===== src/hdl/sad32_pkg.sv =====
`timescale 1ns / 1ps
// ----------------------------------------------------------------------------
// SAD32 package
// Shared widths, constants, codes and types for the candidate minimum tracker.
// ----------------------------------------------------------------------------
package sad32_pkg;

   // Pixel geometry of one half-row word
   localparam int PIX_W        = 8;
   localparam int PIX_COUNT    = 16;
   localparam int PIX_BUS_W    = PIX_W * PIX_COUNT;
   localparam int ITEM_SAD_W   = 12;

   // Quadrant height in rows; rows at or above it belong to the bottom quadrants.
   localparam int QUAD_SIZE    = 16;
   localparam int ROW_CMP_W    = 6;

   localparam int VEC_W        = 11;
   localparam int DIR_W        = 4;
   localparam int SEG_W        = 6;
   localparam int ENTRY_W      = 3;
   localparam int QSUM_W       = 17;
   localparam int TOTAL_W      = 19;
   localparam int SAD_W        = 21;
   localparam int NUM_QUADS    = 4;
   localparam int NUM_ENTRIES  = 5;

   localparam logic [SEG_W-1:0]   LAST_SEGMENT = 6'd63;
   localparam logic [QSUM_W-1:0]  QSUM_MAX     = 17'd131071;
   localparam logic [SAD_W-1:0]   SAD_INIT     = 21'(4096 * 256);

   localparam logic [ENTRY_W-1:0] ENTRY_WHOLE  = 3'd0;
   localparam logic [ENTRY_W-1:0] ENTRY_LAST   = 3'd4;

   // Configuration register indexes
   localparam int CSR_ADDR_W = 2;
   localparam logic [CSR_ADDR_W-1:0] CSR_MIN_VEC_X = 2'd0;
   localparam logic [CSR_ADDR_W-1:0] CSR_MAX_VEC_X = 2'd1;
   localparam logic [CSR_ADDR_W-1:0] CSR_MIN_VEC_Y = 2'd2;
   localparam logic [CSR_ADDR_W-1:0] CSR_MAX_VEC_Y = 2'd3;

   // Stream word layouts
   localparam int REQ_DATA_W = 4 * 64 + 2 * VEC_W + DIR_W + SEG_W;
   localparam int RSP_FIELD_W = ENTRY_W + SAD_W + 2 * VEC_W + DIR_W;
   localparam int RSP_DATA_W = ((RSP_FIELD_W + 7) / 8) * 8;
   localparam int RSP_PAD_W  = RSP_DATA_W - RSP_FIELD_W;

   typedef logic signed [VEC_W-1:0] vec_type;
   typedef logic [SAD_W-1:0]        sad_type;
   typedef logic [QSUM_W-1:0]       qsum_type;
   typedef logic [ITEM_SAD_W-1:0]   item_sad_type;

   localparam vec_type VEC_LOW  = -11'sd1024;
   localparam vec_type VEC_HIGH = 11'sd1023;

endpackage


===== src/hdl/sad32_candidate_min_tracker.sv =====
`timescale 1ns / 1ps
// ----------------------------------------------------------------------------
// SAD32 candidate minimum tracker
// Accumulates 16x16 quadrant SADs of a 32x32 block and keeps the best vectors.
// ----------------------------------------------------------------------------
// Results: a candidate's last-segment word passes stages 1 to 3 and loads the
// result buffer; the five result words follow one per cycle while rsp_tready
// is high. Throughput: one request word per cycle. A last-segment word that
// reaches the update stage while earlier results are still queued holds the
// pipeline. Reset is synchronous and active high; it clears sums, minima,
// vectors, the direction, the range registers and all pipeline control state.
// ----------------------------------------------------------------------------
//
// The pipeline has three register stages, all moved by one shared advance
// signal:
//   stage 1 registers the request word;
//   stage 2 holds the sixteen-pixel SAD of the word;
//   stage 3 holds the final quadrant sums of a candidate (taken when the word
//           in stage 2 carries the last segment) together with its vector.
// The quadrant accumulators are updated as a word leaves stage 2, and the
// minima are updated as a word leaves stage 3. Every word passes stage 3, so
// a new-block flag resets the minima in order with the candidate updates.
// On a last-segment word the updated minima are copied into a five-entry
// result buffer, which is then drained one word per cycle on the rsp side
// while rsp_tready is high. The advance signal depends on registers only, so
// req_tready has no combinational path from rsp_tready.
module sad32_candidate_min_tracker #(
   // Quadrant height in rows; rows at or above it belong to the bottom quadrants.
   parameter int QUAD_SIZE = sad32_pkg::QUAD_SIZE
) (
   input  logic                                  clock,
   input  logic                                  reset,

   input  logic                                  req_tvalid,
   output logic                                  req_tready,
   // From bit 0: cur_pixels_lo, cur_pixels_hi, ref_pixels_lo, ref_pixels_hi,
   // cand_x, cand_y, direction, segment.
   input  logic [sad32_pkg::REQ_DATA_W-1:0]      req_tdata,
   // Bit 0: new_block.
   input  logic                                  req_tuser,

   output logic                                  rsp_tvalid,
   input  logic                                  rsp_tready,
   // From bit 0: entry, min_sad, best_x, best_y, best_dir, zero padding.
   output logic [sad32_pkg::RSP_DATA_W-1:0]      rsp_tdata,
   // Marks the fifth word of a candidate.
   output logic                                  rsp_tlast,

   input  logic                                  csr_we,
   input  logic [sad32_pkg::CSR_ADDR_W-1:0]      csr_addr,
   input  logic [sad32_pkg::VEC_W-1:0]           csr_wdata
);

   localparam int VW = sad32_pkg::VEC_W;
   localparam int NQ = sad32_pkg::NUM_QUADS;
   localparam int NE = sad32_pkg::NUM_ENTRIES;

   // ------------------------------------------------------------------------
   // Range registers
   // ------------------------------------------------------------------------
   sad32_pkg::vec_type min_x_ff, max_x_ff, min_y_ff, max_y_ff;

   always_ff @(posedge clock) begin
      if (reset) begin
         min_x_ff <= sad32_pkg::VEC_LOW;
         max_x_ff <= sad32_pkg::VEC_HIGH;
         min_y_ff <= sad32_pkg::VEC_LOW;
         max_y_ff <= sad32_pkg::VEC_HIGH;
      end else if (csr_we) begin
         case (csr_addr)
            sad32_pkg::CSR_MIN_VEC_X: min_x_ff <= csr_wdata;
            sad32_pkg::CSR_MAX_VEC_X: max_x_ff <= csr_wdata;
            sad32_pkg::CSR_MIN_VEC_Y: min_y_ff <= csr_wdata;
            sad32_pkg::CSR_MAX_VEC_Y: max_y_ff <= csr_wdata;
            default: begin
            end
         endcase
      end
   end

   // ------------------------------------------------------------------------
   // Pipeline control
   // ------------------------------------------------------------------------
   logic s1_valid_ff, s2_valid_ff, s3_valid_ff;
   logic s3_last_ff;
   logic ob_busy_ff;
   logic advance;

   // The only hold-up: a candidate is ready to be reported but the result
   // buffer is still draining the previous one.
   assign advance    = !(s3_valid_ff && s3_last_ff && ob_busy_ff);
   assign req_tready = advance;

   always_ff @(posedge clock) begin
      if (reset) begin
         s1_valid_ff <= 1'b0;
         s2_valid_ff <= 1'b0;
         s3_valid_ff <= 1'b0;
      end else if (advance) begin
         s1_valid_ff <= req_tvalid;
         s2_valid_ff <= s1_valid_ff;
         s3_valid_ff <= s2_valid_ff;
      end
   end

   // ------------------------------------------------------------------------
   // Stage 1: request register
   // ------------------------------------------------------------------------
   logic [sad32_pkg::PIX_BUS_W-1:0] s1_cur_ff, s1_ref_ff;
   sad32_pkg::vec_type              s1_x_ff, s1_y_ff;
   logic [sad32_pkg::DIR_W-1:0]     s1_dir_ff;
   logic [sad32_pkg::SEG_W-1:0]     s1_seg_ff;
   logic                            s1_new_ff;

   always_ff @(posedge clock) begin
      if (advance && req_tvalid) begin
         s1_cur_ff <= req_tdata[127:0];
         s1_ref_ff <= req_tdata[255:128];
         s1_x_ff   <= req_tdata[256 +: VW];
         s1_y_ff   <= req_tdata[256 + VW +: VW];
         s1_dir_ff <= req_tdata[256 + 2*VW +: sad32_pkg::DIR_W];
         s1_seg_ff <= req_tdata[256 + 2*VW + sad32_pkg::DIR_W +: sad32_pkg::SEG_W];
         s1_new_ff <= req_tuser;
      end
   end

   // ------------------------------------------------------------------------
   // Stage 2: SAD of the sixteen pixel pairs
   // ------------------------------------------------------------------------
   sad32_pkg::item_sad_type     item_sad;
   sad32_pkg::item_sad_type     s2_sad_ff;
   sad32_pkg::vec_type          s2_x_ff, s2_y_ff;
   logic [sad32_pkg::DIR_W-1:0] s2_dir_ff;
   logic [sad32_pkg::SEG_W-1:0] s2_seg_ff;
   logic                        s2_new_ff;

   sad32_absdiff16 u_absdiff (
      .cur_pix (s1_cur_ff),
      .ref_pix (s1_ref_ff),
      .sad     (item_sad)
   );

   always_ff @(posedge clock) begin
      if (advance) begin
         s2_sad_ff <= item_sad;
         s2_x_ff   <= s1_x_ff;
         s2_y_ff   <= s1_y_ff;
         s2_dir_ff <= s1_dir_ff;
         s2_seg_ff <= s1_seg_ff;
         s2_new_ff <= s1_new_ff;
      end
   end

   // ------------------------------------------------------------------------
   // Quadrant accumulation
   // ------------------------------------------------------------------------
   sad32_pkg::qsum_type qsum_ff  [NQ];
   sad32_pkg::qsum_type qsum_in  [NQ];
   sad32_pkg::qsum_type qsum_upd [NQ];
   logic [1:0]                  s2_quad;
   logic                        s2_last;
   logic [sad32_pkg::QSUM_W:0]  qsum_acc;
   sad32_pkg::qsum_type         qsum_sat;

   // Bit 1 selects the bottom half, bit 0 the right half.
   assign s2_quad = {({1'b0, s2_seg_ff[sad32_pkg::SEG_W-1:1]} >=
                      sad32_pkg::ROW_CMP_W'(QUAD_SIZE)),
                     s2_seg_ff[0]};
   assign s2_last = (s2_seg_ff == sad32_pkg::LAST_SEGMENT);

   always_comb begin
      qsum_acc = {1'b0, qsum_ff[s2_quad]} +
                 (sad32_pkg::QSUM_W + 1)'(s2_sad_ff);
      // A quadrant sum sticks at its maximum when repeated segments overflow it.
      if (qsum_acc > {1'b0, sad32_pkg::QSUM_MAX}) begin
         qsum_sat = sad32_pkg::QSUM_MAX;
      end else begin
         qsum_sat = qsum_acc[sad32_pkg::QSUM_W-1:0];
      end
      for (int i = 0; i < NQ; i++) begin
         qsum_upd[i] = (s2_quad == 2'(i)) ? qsum_sat : qsum_ff[i];
         if (s2_valid_ff && advance) begin
            qsum_in[i] = s2_last ? '0 : qsum_upd[i];
         end else begin
            qsum_in[i] = qsum_ff[i];
         end
      end
   end

   always_ff @(posedge clock) begin
      if (reset) begin
         for (int i = 0; i < NQ; i++) begin
            qsum_ff[i] <= '0;
         end
      end else begin
         for (int i = 0; i < NQ; i++) begin
            qsum_ff[i] <= qsum_in[i];
         end
      end
   end

   // ------------------------------------------------------------------------
   // Stage 3: final sums of a candidate
   // ------------------------------------------------------------------------
   sad32_pkg::qsum_type         s3_sums_ff [NQ];
   sad32_pkg::vec_type          s3_x_ff, s3_y_ff;
   logic [sad32_pkg::DIR_W-1:0] s3_dir_ff;
   logic                        s3_new_ff;

   always_ff @(posedge clock) begin
      if (reset) begin
         s3_last_ff <= 1'b0;
      end else if (advance) begin
         s3_last_ff <= s2_last;
      end
   end

   always_ff @(posedge clock) begin
      if (advance) begin
         for (int i = 0; i < NQ; i++) begin
            s3_sums_ff[i] <= qsum_upd[i];
         end
         s3_x_ff   <= s2_x_ff;
         s3_y_ff   <= s2_y_ff;
         s3_dir_ff <= s2_dir_ff;
         s3_new_ff <= s2_new_ff;
      end
   end

   // ------------------------------------------------------------------------
   // Minimum update
   // ------------------------------------------------------------------------
   sad32_pkg::sad_type          min_sad_ff [NE];
   sad32_pkg::vec_type          best_x_ff  [NE];
   sad32_pkg::vec_type          best_y_ff  [NE];
   logic [sad32_pkg::DIR_W-1:0] best_dir_ff;

   sad32_pkg::sad_type          base_sad   [NE];
   sad32_pkg::vec_type          base_x     [NE];
   sad32_pkg::vec_type          base_y     [NE];
   sad32_pkg::sad_type          cand_sad   [NE];
   sad32_pkg::sad_type          min_sad_in [NE];
   sad32_pkg::vec_type          best_x_in  [NE];
   sad32_pkg::vec_type          best_y_in  [NE];
   logic [sad32_pkg::DIR_W-1:0] best_dir_in;
   logic [sad32_pkg::TOTAL_W-1:0] total;
   logic                        in_range;
   logic                        s3_fire;
   logic                        ob_load;

   assign s3_fire = s3_valid_ff && advance;
   assign ob_load = s3_fire && s3_last_ff;

   // Inclusive bounds; an empty range lets no candidate through.
   assign in_range = (s3_x_ff >= min_x_ff) && (s3_x_ff <= max_x_ff) &&
                     (s3_y_ff >= min_y_ff) && (s3_y_ff <= max_y_ff);

   assign total = sad32_pkg::TOTAL_W'(s3_sums_ff[0]) + sad32_pkg::TOTAL_W'(s3_sums_ff[1]) +
                  sad32_pkg::TOTAL_W'(s3_sums_ff[2]) + sad32_pkg::TOTAL_W'(s3_sums_ff[3]);

   always_comb begin
      cand_sad[0] = sad32_pkg::SAD_W'(total);
      for (int i = 0; i < NQ; i++) begin
         cand_sad[i+1] = sad32_pkg::SAD_W'(s3_sums_ff[i]);
      end
      // A new block resets the minima ahead of this word's own update.
      for (int i = 0; i < NE; i++) begin
         base_sad[i] = s3_new_ff ? sad32_pkg::SAD_INIT : min_sad_ff[i];
         base_x[i]   = s3_new_ff ? '0 : best_x_ff[i];
         base_y[i]   = s3_new_ff ? '0 : best_y_ff[i];
      end
      best_dir_in = best_dir_ff;
      // Strictly smaller only: a tie keeps the earlier candidate.
      for (int i = 0; i < NE; i++) begin
         if (s3_last_ff && in_range && (cand_sad[i] < base_sad[i])) begin
            min_sad_in[i] = cand_sad[i];
            best_x_in[i]  = s3_x_ff;
            best_y_in[i]  = s3_y_ff;
         end else begin
            min_sad_in[i] = base_sad[i];
            best_x_in[i]  = base_x[i];
            best_y_in[i]  = base_y[i];
         end
      end
      if (s3_last_ff && in_range && (cand_sad[0] < base_sad[0])) begin
         best_dir_in = s3_dir_ff;
      end
   end

   always_ff @(posedge clock) begin
      if (reset) begin
         for (int i = 0; i < NE; i++) begin
            min_sad_ff[i] <= sad32_pkg::SAD_INIT;
            best_x_ff[i]  <= '0;
            best_y_ff[i]  <= '0;
         end
         best_dir_ff <= '0;
      end else if (s3_fire) begin
         for (int i = 0; i < NE; i++) begin
            min_sad_ff[i] <= min_sad_in[i];
            best_x_ff[i]  <= best_x_in[i];
            best_y_ff[i]  <= best_y_in[i];
         end
         best_dir_ff <= best_dir_in;
      end
   end

   // ------------------------------------------------------------------------
   // Result buffer: five words per candidate, drained in entry order
   // ------------------------------------------------------------------------
   sad32_pkg::sad_type            ob_sad_ff [NE];
   sad32_pkg::vec_type            ob_x_ff   [NE];
   sad32_pkg::vec_type            ob_y_ff   [NE];
   logic [sad32_pkg::DIR_W-1:0]   ob_dir_ff;
   logic [sad32_pkg::ENTRY_W-1:0] ob_cnt_ff;
   logic                          rsp_fire;
   logic [sad32_pkg::DIR_W-1:0]   out_dir;

   assign rsp_fire = ob_busy_ff && rsp_tready;

   // The entry counter returns to the whole-block entry after the fifth word,
   // so it always indexes a valid buffer entry.
   always_ff @(posedge clock) begin
      if (reset) begin
         ob_busy_ff <= 1'b0;
         ob_cnt_ff  <= sad32_pkg::ENTRY_WHOLE;
      end else if (ob_load) begin
         ob_busy_ff <= 1'b1;
         ob_cnt_ff  <= sad32_pkg::ENTRY_WHOLE;
      end else if (rsp_fire) begin
         if (ob_cnt_ff == sad32_pkg::ENTRY_LAST) begin
            ob_busy_ff <= 1'b0;
            ob_cnt_ff  <= sad32_pkg::ENTRY_WHOLE;
         end else begin
            ob_cnt_ff <= ob_cnt_ff + 1'b1;
         end
      end
   end

   always_ff @(posedge clock) begin
      if (ob_load) begin
         for (int i = 0; i < NE; i++) begin
            ob_sad_ff[i] <= min_sad_in[i];
            ob_x_ff[i]   <= best_x_in[i];
            ob_y_ff[i]   <= best_y_in[i];
         end
         ob_dir_ff <= best_dir_in;
      end
   end

   // The direction belongs to the whole-block entry only.
   assign out_dir = (ob_cnt_ff == sad32_pkg::ENTRY_WHOLE) ? ob_dir_ff : '0;

   assign rsp_tvalid = ob_busy_ff;
   assign rsp_tlast  = (ob_cnt_ff == sad32_pkg::ENTRY_LAST);
   assign rsp_tdata  = {{sad32_pkg::RSP_PAD_W{1'b0}}, out_dir,
                        ob_y_ff[ob_cnt_ff], ob_x_ff[ob_cnt_ff],
                        ob_sad_ff[ob_cnt_ff], ob_cnt_ff};

endmodule


===== src/hdl/sad32_absdiff16.sv =====
`timescale 1ns / 1ps
// ----------------------------------------------------------------------------
// SAD32 sixteen-pixel absolute difference sum
// Sums the absolute differences of sixteen byte pairs through an adder tree.
// ----------------------------------------------------------------------------
module sad32_absdiff16 (
   input  logic [sad32_pkg::PIX_BUS_W-1:0] cur_pix,
   input  logic [sad32_pkg::PIX_BUS_W-1:0] ref_pix,
   output sad32_pkg::item_sad_type         sad
);

   logic [7:0]  diff [16];
   logic [8:0]  lvl1 [8];
   logic [9:0]  lvl2 [4];
   logic [10:0] lvl3 [2];

   always_comb begin
      for (int i = 0; i < sad32_pkg::PIX_COUNT; i++) begin
         if (cur_pix[i*8 +: 8] > ref_pix[i*8 +: 8]) begin
            diff[i] = cur_pix[i*8 +: 8] - ref_pix[i*8 +: 8];
         end else begin
            diff[i] = ref_pix[i*8 +: 8] - cur_pix[i*8 +: 8];
         end
      end
      for (int i = 0; i < 8; i++) begin
         lvl1[i] = {1'b0, diff[2*i]} + {1'b0, diff[2*i+1]};
      end
      for (int i = 0; i < 4; i++) begin
         lvl2[i] = {1'b0, lvl1[2*i]} + {1'b0, lvl1[2*i+1]};
      end
      for (int i = 0; i < 2; i++) begin
         lvl3[i] = {1'b0, lvl2[2*i]} + {1'b0, lvl2[2*i+1]};
      end
   end

   assign sad = {1'b0, lvl3[0]} + {1'b0, lvl3[1]};

endmodule


===== config.mk =====
export PLATFORM = sky130hd
export DESIGN_NAME = sad32_candidate_min_tracker
export DESIGN_NICKNAME = d
export VERILOG_FILES = /design/src/hdl/sad32_pkg.sv /design/src/hdl/sad32_candidate_min_tracker.sv /design/src/hdl/sad32_absdiff16.sv
export SDC_FILE = /design/constraint.sdc
export NUM_CORES = 2
export LEC_CHECK = 0
export BUFFER_PORTS_ARGS = -buffer_cell sky130_fd_sc_hd__buf_2
export CAP_MARGIN = 20
export CORE_ASPECT_RATIO = 0.7
export CORE_MARGIN = 2
export CORE_UTILIZATION = 41
export CTS_CLUSTER_SIZE = 28
export DETAILED_ROUTE_END_ITERATION = 10
export GPL_ROUTABILITY_DRIVEN = 0
export PLACE_DENSITY = 0.63
export SETUP_SLACK_MARGIN = 0.3
export SYNTH_ARGS = -nofsm -noshare
export SYNTH_HDL_FRONTEND = slang
export SYNTH_HIERARCHICAL = 1
export SYNTH_SLANG_ARGS = --single-unit
export TNS_END_PERCENT = 30

===== constraint.sdc =====
create_clock -name clock -period 29.6 [get_ports clock]
set_input_delay 2.96 -clock clock [delete_from_list [all_inputs] [get_ports clock]]
set_output_delay 2.96 -clock clock [all_outputs]
set_load 0.05 [all_outputs]

# Word-level counts from Yosys, hierarchy flattened
# Memories as Yosys holds them, arrays and structs flattened. A register that Yosys moved wholly into a read port is not among the register bits.
# Cells that the tools add are included.
# totals
ff_bits	421
latch_bits	0
mem_bits_rw	566
romBits	0
mem_count	8
# memory_table
name	words	width	read_ports	rd_ports_with_merged_regs	wr	line_no	text
min_sad_ff	5	21	5	0	5	sad32_candidate_min_tracker.sv:233	sad32_pkg::sad_type min_sad_ff [NE];
ob_sad_ff	5	21	1	1	5	sad32_candidate_min_tracker.sv:311	sad32_pkg::sad_type ob_sad_ff [NE];
qsum_ff	4	17	5	0	4	sad32_candidate_min_tracker.sv:157	sad32_pkg::qsum_type qsum_ff [NQ];
s3_sums_ff	4	17	4	0	4	sad32_candidate_min_tracker.sv:205	sad32_pkg::qsum_type s3_sums_ff [NQ];
best_x_ff	5	11	5	0	5	sad32_candidate_min_tracker.sv:234	sad32_pkg::vec_type best_x_ff [NE];
best_y_ff	5	11	5	0	5	sad32_candidate_min_tracker.sv:235	sad32_pkg::vec_type best_y_ff [NE];
+2 memories	-	-	-	-	-	-	
# classes
add_sub_neg	52
multipliers	0
n_div	0
n_lt_le_gt_ge	27
eq_ne	8
n_shift	0
muxes	99
n_bitwise	19
reduce_logical	28
# ops
cell	n
11-bit two-way mux	30
21-bit two-way mux	15
17-bit two-way mux	17
8-bit subtractor	32
8-bit > comparator	16
8-bit two-way mux	16
17-bit by 21-bit less-than comparator with 1-bit output	4
8-bit by 8-bit adder with 9-bit output	8
9-bit by 9-bit adder with 10-bit output	4
10-bit by 10-bit adder with 11-bit output	2
11-bit greater-or-equal comparator	2
11-bit <= comparator	2
19-bit by 21-bit less-than comparator with 1-bit output	1
3-bit two-way mux	7
18-bit by 17-bit adder with 19-bit output	1
19-bit by 17-bit adder with 19-bit output	1
1-bit bitwise OR	19
17-bit by 12-bit adder with 18-bit output	1
17-bit by 17-bit adder with 18-bit output	1
18-bit by 17-bit > comparator with 1-bit output, second input constant	1
1-bit logical AND	16
11-bit by 11-bit adder with 12-bit output	1
1-bit two-way mux	12
2-bit AND reduction	5
12 further kinds	19

# Longest topological paths before layout
# An unclocked memory read counts as a cell.
# logic_depth
word_depth	9
depth_mapped	27
depth_no_buf	26

# Hierarchy
# Netlist, hierarchy kept.
# modules_own_cells
module	instances	cells_each	area_each_um2	seq_area_each_um2
sad32_candidate_min_tracker	1	3046	43420.4	28457.3
sad32_absdiff16	1	1666	13603.0	0.0

# Worst setup path before layout
# OpenSTA, ideal clock, no wires.
# synth_path
path_type	register to register
start	register ob_busy_ff (netlist: rsp_tvalid)
end	register s1_cur_ff[0] (netlist name), enable pin
setup_time_ns	0.682
t_arrival_ns	11.425
path_slack_ns	17.493
stages_incl_launch_ff	4
path_buffers	1
period_less_slack_ns	12.107
path_cell_list	dfxtp_1 > clkbuf_1 > nand3_1 > and2_1
# synth_between
elab_chain_cells	3
# synth_lines
element	line_no	text
start: declaration	sad32_candidate_min_tracker.sv:86	logic ob_busy_ff;
start signal: assignment	sad32_candidate_min_tracker.sv:325	ob_busy_ff <= 1'b0;
start signal: assignment	sad32_candidate_min_tracker.sv:328	ob_busy_ff <= 1'b1;
start signal: assignment	sad32_candidate_min_tracker.sv:332	ob_busy_ff <= 1'b0;
1-bit logical AND	sad32_candidate_min_tracker.sv:91	assign advance = !(s3_valid_ff && s3_last_ff && ob_busy_ff);
1-bit zero test	sad32_candidate_min_tracker.sv:91	
net req_tready	sad32_candidate_min_tracker.sv:35	output logic req_tready,
1-bit logical AND	sad32_candidate_min_tracker.sv:116	if (advance && req_tvalid) begin
end signal: assignment	sad32_candidate_min_tracker.sv:117	s1_cur_ff <= req_tdata[127:0];
end: declaration	sad32_candidate_min_tracker.sv:109	logic [sad32_pkg::PIX_BUS_W-1:0] s1_cur_ff, s1_ref_ff;
# The timed path passes the listed nets, and every way through them passes these cells.
# A chain may end at the register's enable or synchronous reset.

# Final worst setup path
# layout_path
start	register s1_cur_ff[16] (netlist name)
end	register s2_sad_ff[10] (data pin)
# layout_between
elab_chain_cells	6
word_cells_on_any_way	8
classes_between	6 x add/sub; 1 x order compare; 1 x mux
# layout_lines
element	line_no	text
8-bit subtractor, or another cell as far along	sad32_absdiff16.sv:22	diff[i] = ref_pix[i*8 +: 8] - cur_pix[i*8 +: 8];
8-bit two-way mux *	sad32_absdiff16.sv:19	if (cur_pix[i*8 +: 8] > ref_pix[i*8 +: 8]) begin
8-bit by 8-bit adder with 9-bit output *	sad32_absdiff16.sv:26	lvl1[i] = {1'b0, diff[2*i]} + {1'b0, diff[2*i+1]};
9-bit by 9-bit adder with 10-bit output *	sad32_absdiff16.sv:29	lvl2[i] = {1'b0, lvl1[2*i]} + {1'b0, lvl1[2*i+1]};
10-bit by 10-bit adder with 11-bit output *	sad32_absdiff16.sv:32	lvl3[i] = {1'b0, lvl2[2*i]} + {1'b0, lvl2[2*i+1]};
11-bit by 11-bit adder with 12-bit output *	sad32_absdiff16.sv:36	assign sad = {1'b0, lvl3[0]} + {1'b0, lvl3[1]};
net item_sad[10]	sad32_candidate_min_tracker.sv:130	sad32_pkg::item_sad_type item_sad;
end signal: assignment	sad32_candidate_min_tracker.sv:145	s2_sad_ff <= item_sad;
end: declaration	sad32_candidate_min_tracker.sv:131	sad32_pkg::item_sad_type s2_sad_ff;
# The timed path passes the listed nets; every way through them passes the cells marked *.

==> metrics.txt <==
Syn Inst Count 4712; post-CTS sizing 0; Post-CTS Setup Repair Bufs 0; RSZ-0062 raised after global routing false; Remaining DRCs 0; clk buf depth 3; antenna violations before repair 4; largest net degree at the start of global routing 159; initial detailed-routing violation count 3006; Synth area leader edfxtp_1; first-pass GRT wire length 222 mm; CTS buffer count 102; peak supply drop 0.720 mV; hold crit path type flop to flop; Startpoint Class flop; data required time of the worst path 30.07 ns; Main synth FF type edfxtp_1; CTS tree done; number of synthesized register bits 990; fin area 64100 um2; CTS H-tree lvls 3; Seq/Total Area, Yosys 0.499; Die Wd 450 um; die area 142000 um2; fill count 12.5k; clk sinks 990; Crit Path Max Fanout 7; count of distinct cell types in the synthesized netlist 82; WS Path Type flop to flop; final WL 146 mm; Synth-to-Final Area Change 12.5%; grt total ovfl 0; final core utilization 0.465; Yosys top cell area share 0.454; Placed Area 60700 um2; Final min period 7.25 ns; NumNets Final 5914; async set-or-reset flop fraction in the synthesized netlist 0; hold_buf cts 0; post-DP HPWL 106 mm; vias in the first global route 35.9k; syn_area_per_cell 12.1 um2; Hold Fails Final Rpt 0; total track usage 0.204; boundary pin count 366; outcome complete, no violations; largest cells by area after synthesis edfxtp_1, ha_1, fa_1; Sequential cell area 28500 um2; Pwr per Cell Area 123 nW/um2; CP endpoint kind flop; Worst slew margin 0.245; die height 316 um; Worst Path Arrival 7.71 ns; share of layout cells above drive strength 1 0.164; port buffer count 359; most common cell in the netlist edfxtp_1; Post-synth EDFFs 863; Fin Setup TNS 0 ns; CTS Root Cell clkbuf_16; clk_skew 0.0408 ns; iteration count of the initial detailed-routing pass 5; synth cell count leaders edfxtp_1, inv_1, ha_1; Core ar. 138000 um2; Final ANT Viol Nets 0; Ys Warns 6; fin crit share 0.245; Slew Limit Fails 0; site row count 114; Worst-Skew Late Latency 0.74 ns; Fmax 138 MHz; Vias 36.6k; count of final setup violators 0; Max-cap violations 0; leakage power 27.3 nW; Multi-input gate area 25800 um2; Netlist Area Pre-Place 57000 um2; routed len/inst 21.0 um; via density per instance 5.26; Clock transition at path regs 0.06 ns; initial core utilization 0.413; worst-margin pin slew 1.13 ns
-- cell usage in the layout, fill, tap and decap left out, types with 124 or more instances in the layout --
cell / instances
edfxtp_1: 863
inv_1: 540
ha_1: 419
buf_2: 359
nand2_1: 272
o21ai_0: 232
and2_1: 219
a21oi_1: 182
fa_1: 175
mux2i_1: 171
mux2_2: 158
nor2_1: 140
dfxtp_1: 124
-- metrics by stage --
stage | setup WS, ns | instances | total power, W | hold slack [ns]
final | 22.35 | 6958 | 0.00789 | 0.400
after global routing | 21.95 | 6957 | 0.00864 | 0.415
after CTS | 22.30 | 6956 | 0.00798 | 0.405
after detailed placement | 22.31 | 6765 | 0.00662 | 0.405
after global placement | 22.41 | 6765 | 0.00649 | 0.403
after floorplan | 17.49 | 4717 | 0.00546 | 0.400
-- critical path: stages, from the launching register on --
cell and delay, ns:
edfxtp_1 0.39, inv_1 0.07, ha_1 0.16, inv_1 0.06
fa_1 0.39, nand3_1 0.11, a21oi_1 0.10, o41ai_4 0.55
mux2i_1 0.28, xor2_1 0.27, fa_1 0.51, fa_1 0.51
inv_1 0.06, fa_1 0.51, inv_1 0.05, fa_1 0.46
fa_1 0.54, inv_1 0.05, fa_1 0.53, ha_1 0.19
inv_1 0.06, fa_1 0.40, nor2b_1 0.12, o21ai_0 0.12
a21oi_1 0.23, a311oi_1 0.14, xnor2_1 0.15
-- registers in the layout, summed over array words and instances (netlist names), 12 cells and up, named ones only --
signal / cells
qsum_ff: 68
ob_x_ff: 55
s1_cur_ff: 128
min_sad_ff: 105
s3_sums_ff: 68
ob_sad_ff: 105
s1_ref_ff: 128
best_y_ff: 55
best_x_ff: 55
s2_sad_ff: 12
ob_y_ff: 55
-- metal layers --
metal	wire length (um)	global-route usage	vias to the layer above	part of all wire
met2	65000	0.313	1031	0.44
met3	8820	0.0358	158	0.060
met4	3130	0.0474	2	0.021
li1	-	-	17300	-
met5	11	0	-	0.000075
met1	69200	0.302	18100	0.47
-- area by class of cell --
cell class / count / area share
flip-flops and latches: 990 / 0.444
multi-input cells: 2985 / 0.402
clock buffers: 123 / 0.0426
well taps: 1856 / 0.0362
repair buffers: 394 / 0.0325
inverters: 540 / 0.0316
clock inverters: 68 / 0.0107
diodes: 2 / 0.0000780
-- final timing paths --
path	from	slack, ns	cells past startpoint	end
worst max-delay path	s1_cur_ff[16]	22.35	26	s2_sad_ff[10]
worst min-delay path	s2_x_ff[4]	0.40	0	s3_x_ff[4]
worst max register to register	s1_cur_ff[16]	22.35	26	s2_sad_ff[10]
worst min register to register	s2_x_ff[4]	0.40	0	s3_x_ff[4]
-- cells by family (layout without fill, tap and decap cells) --
family	count (synthesis)	in the layout	share of synthesized area
simple gates	1072	1072	0.100
flops	990	990	0.499
compound gates	803	803	0.0932
buf+inv	742	1125	0.0502
fa+ha+maj	594	594	0.153
mux	393	393	0.0858
xor+xnor	117	117	0.0180
other cells	1	8	0.0000658
-- report_power, final --
part           internal, W  switching, W  total [W]
clock network     0.000743      0.000583    0.00133
registers          0.00187     0.0000527    0.00192
logic              0.00197       0.00268    0.00465
(Power assumes the default switching activity.)
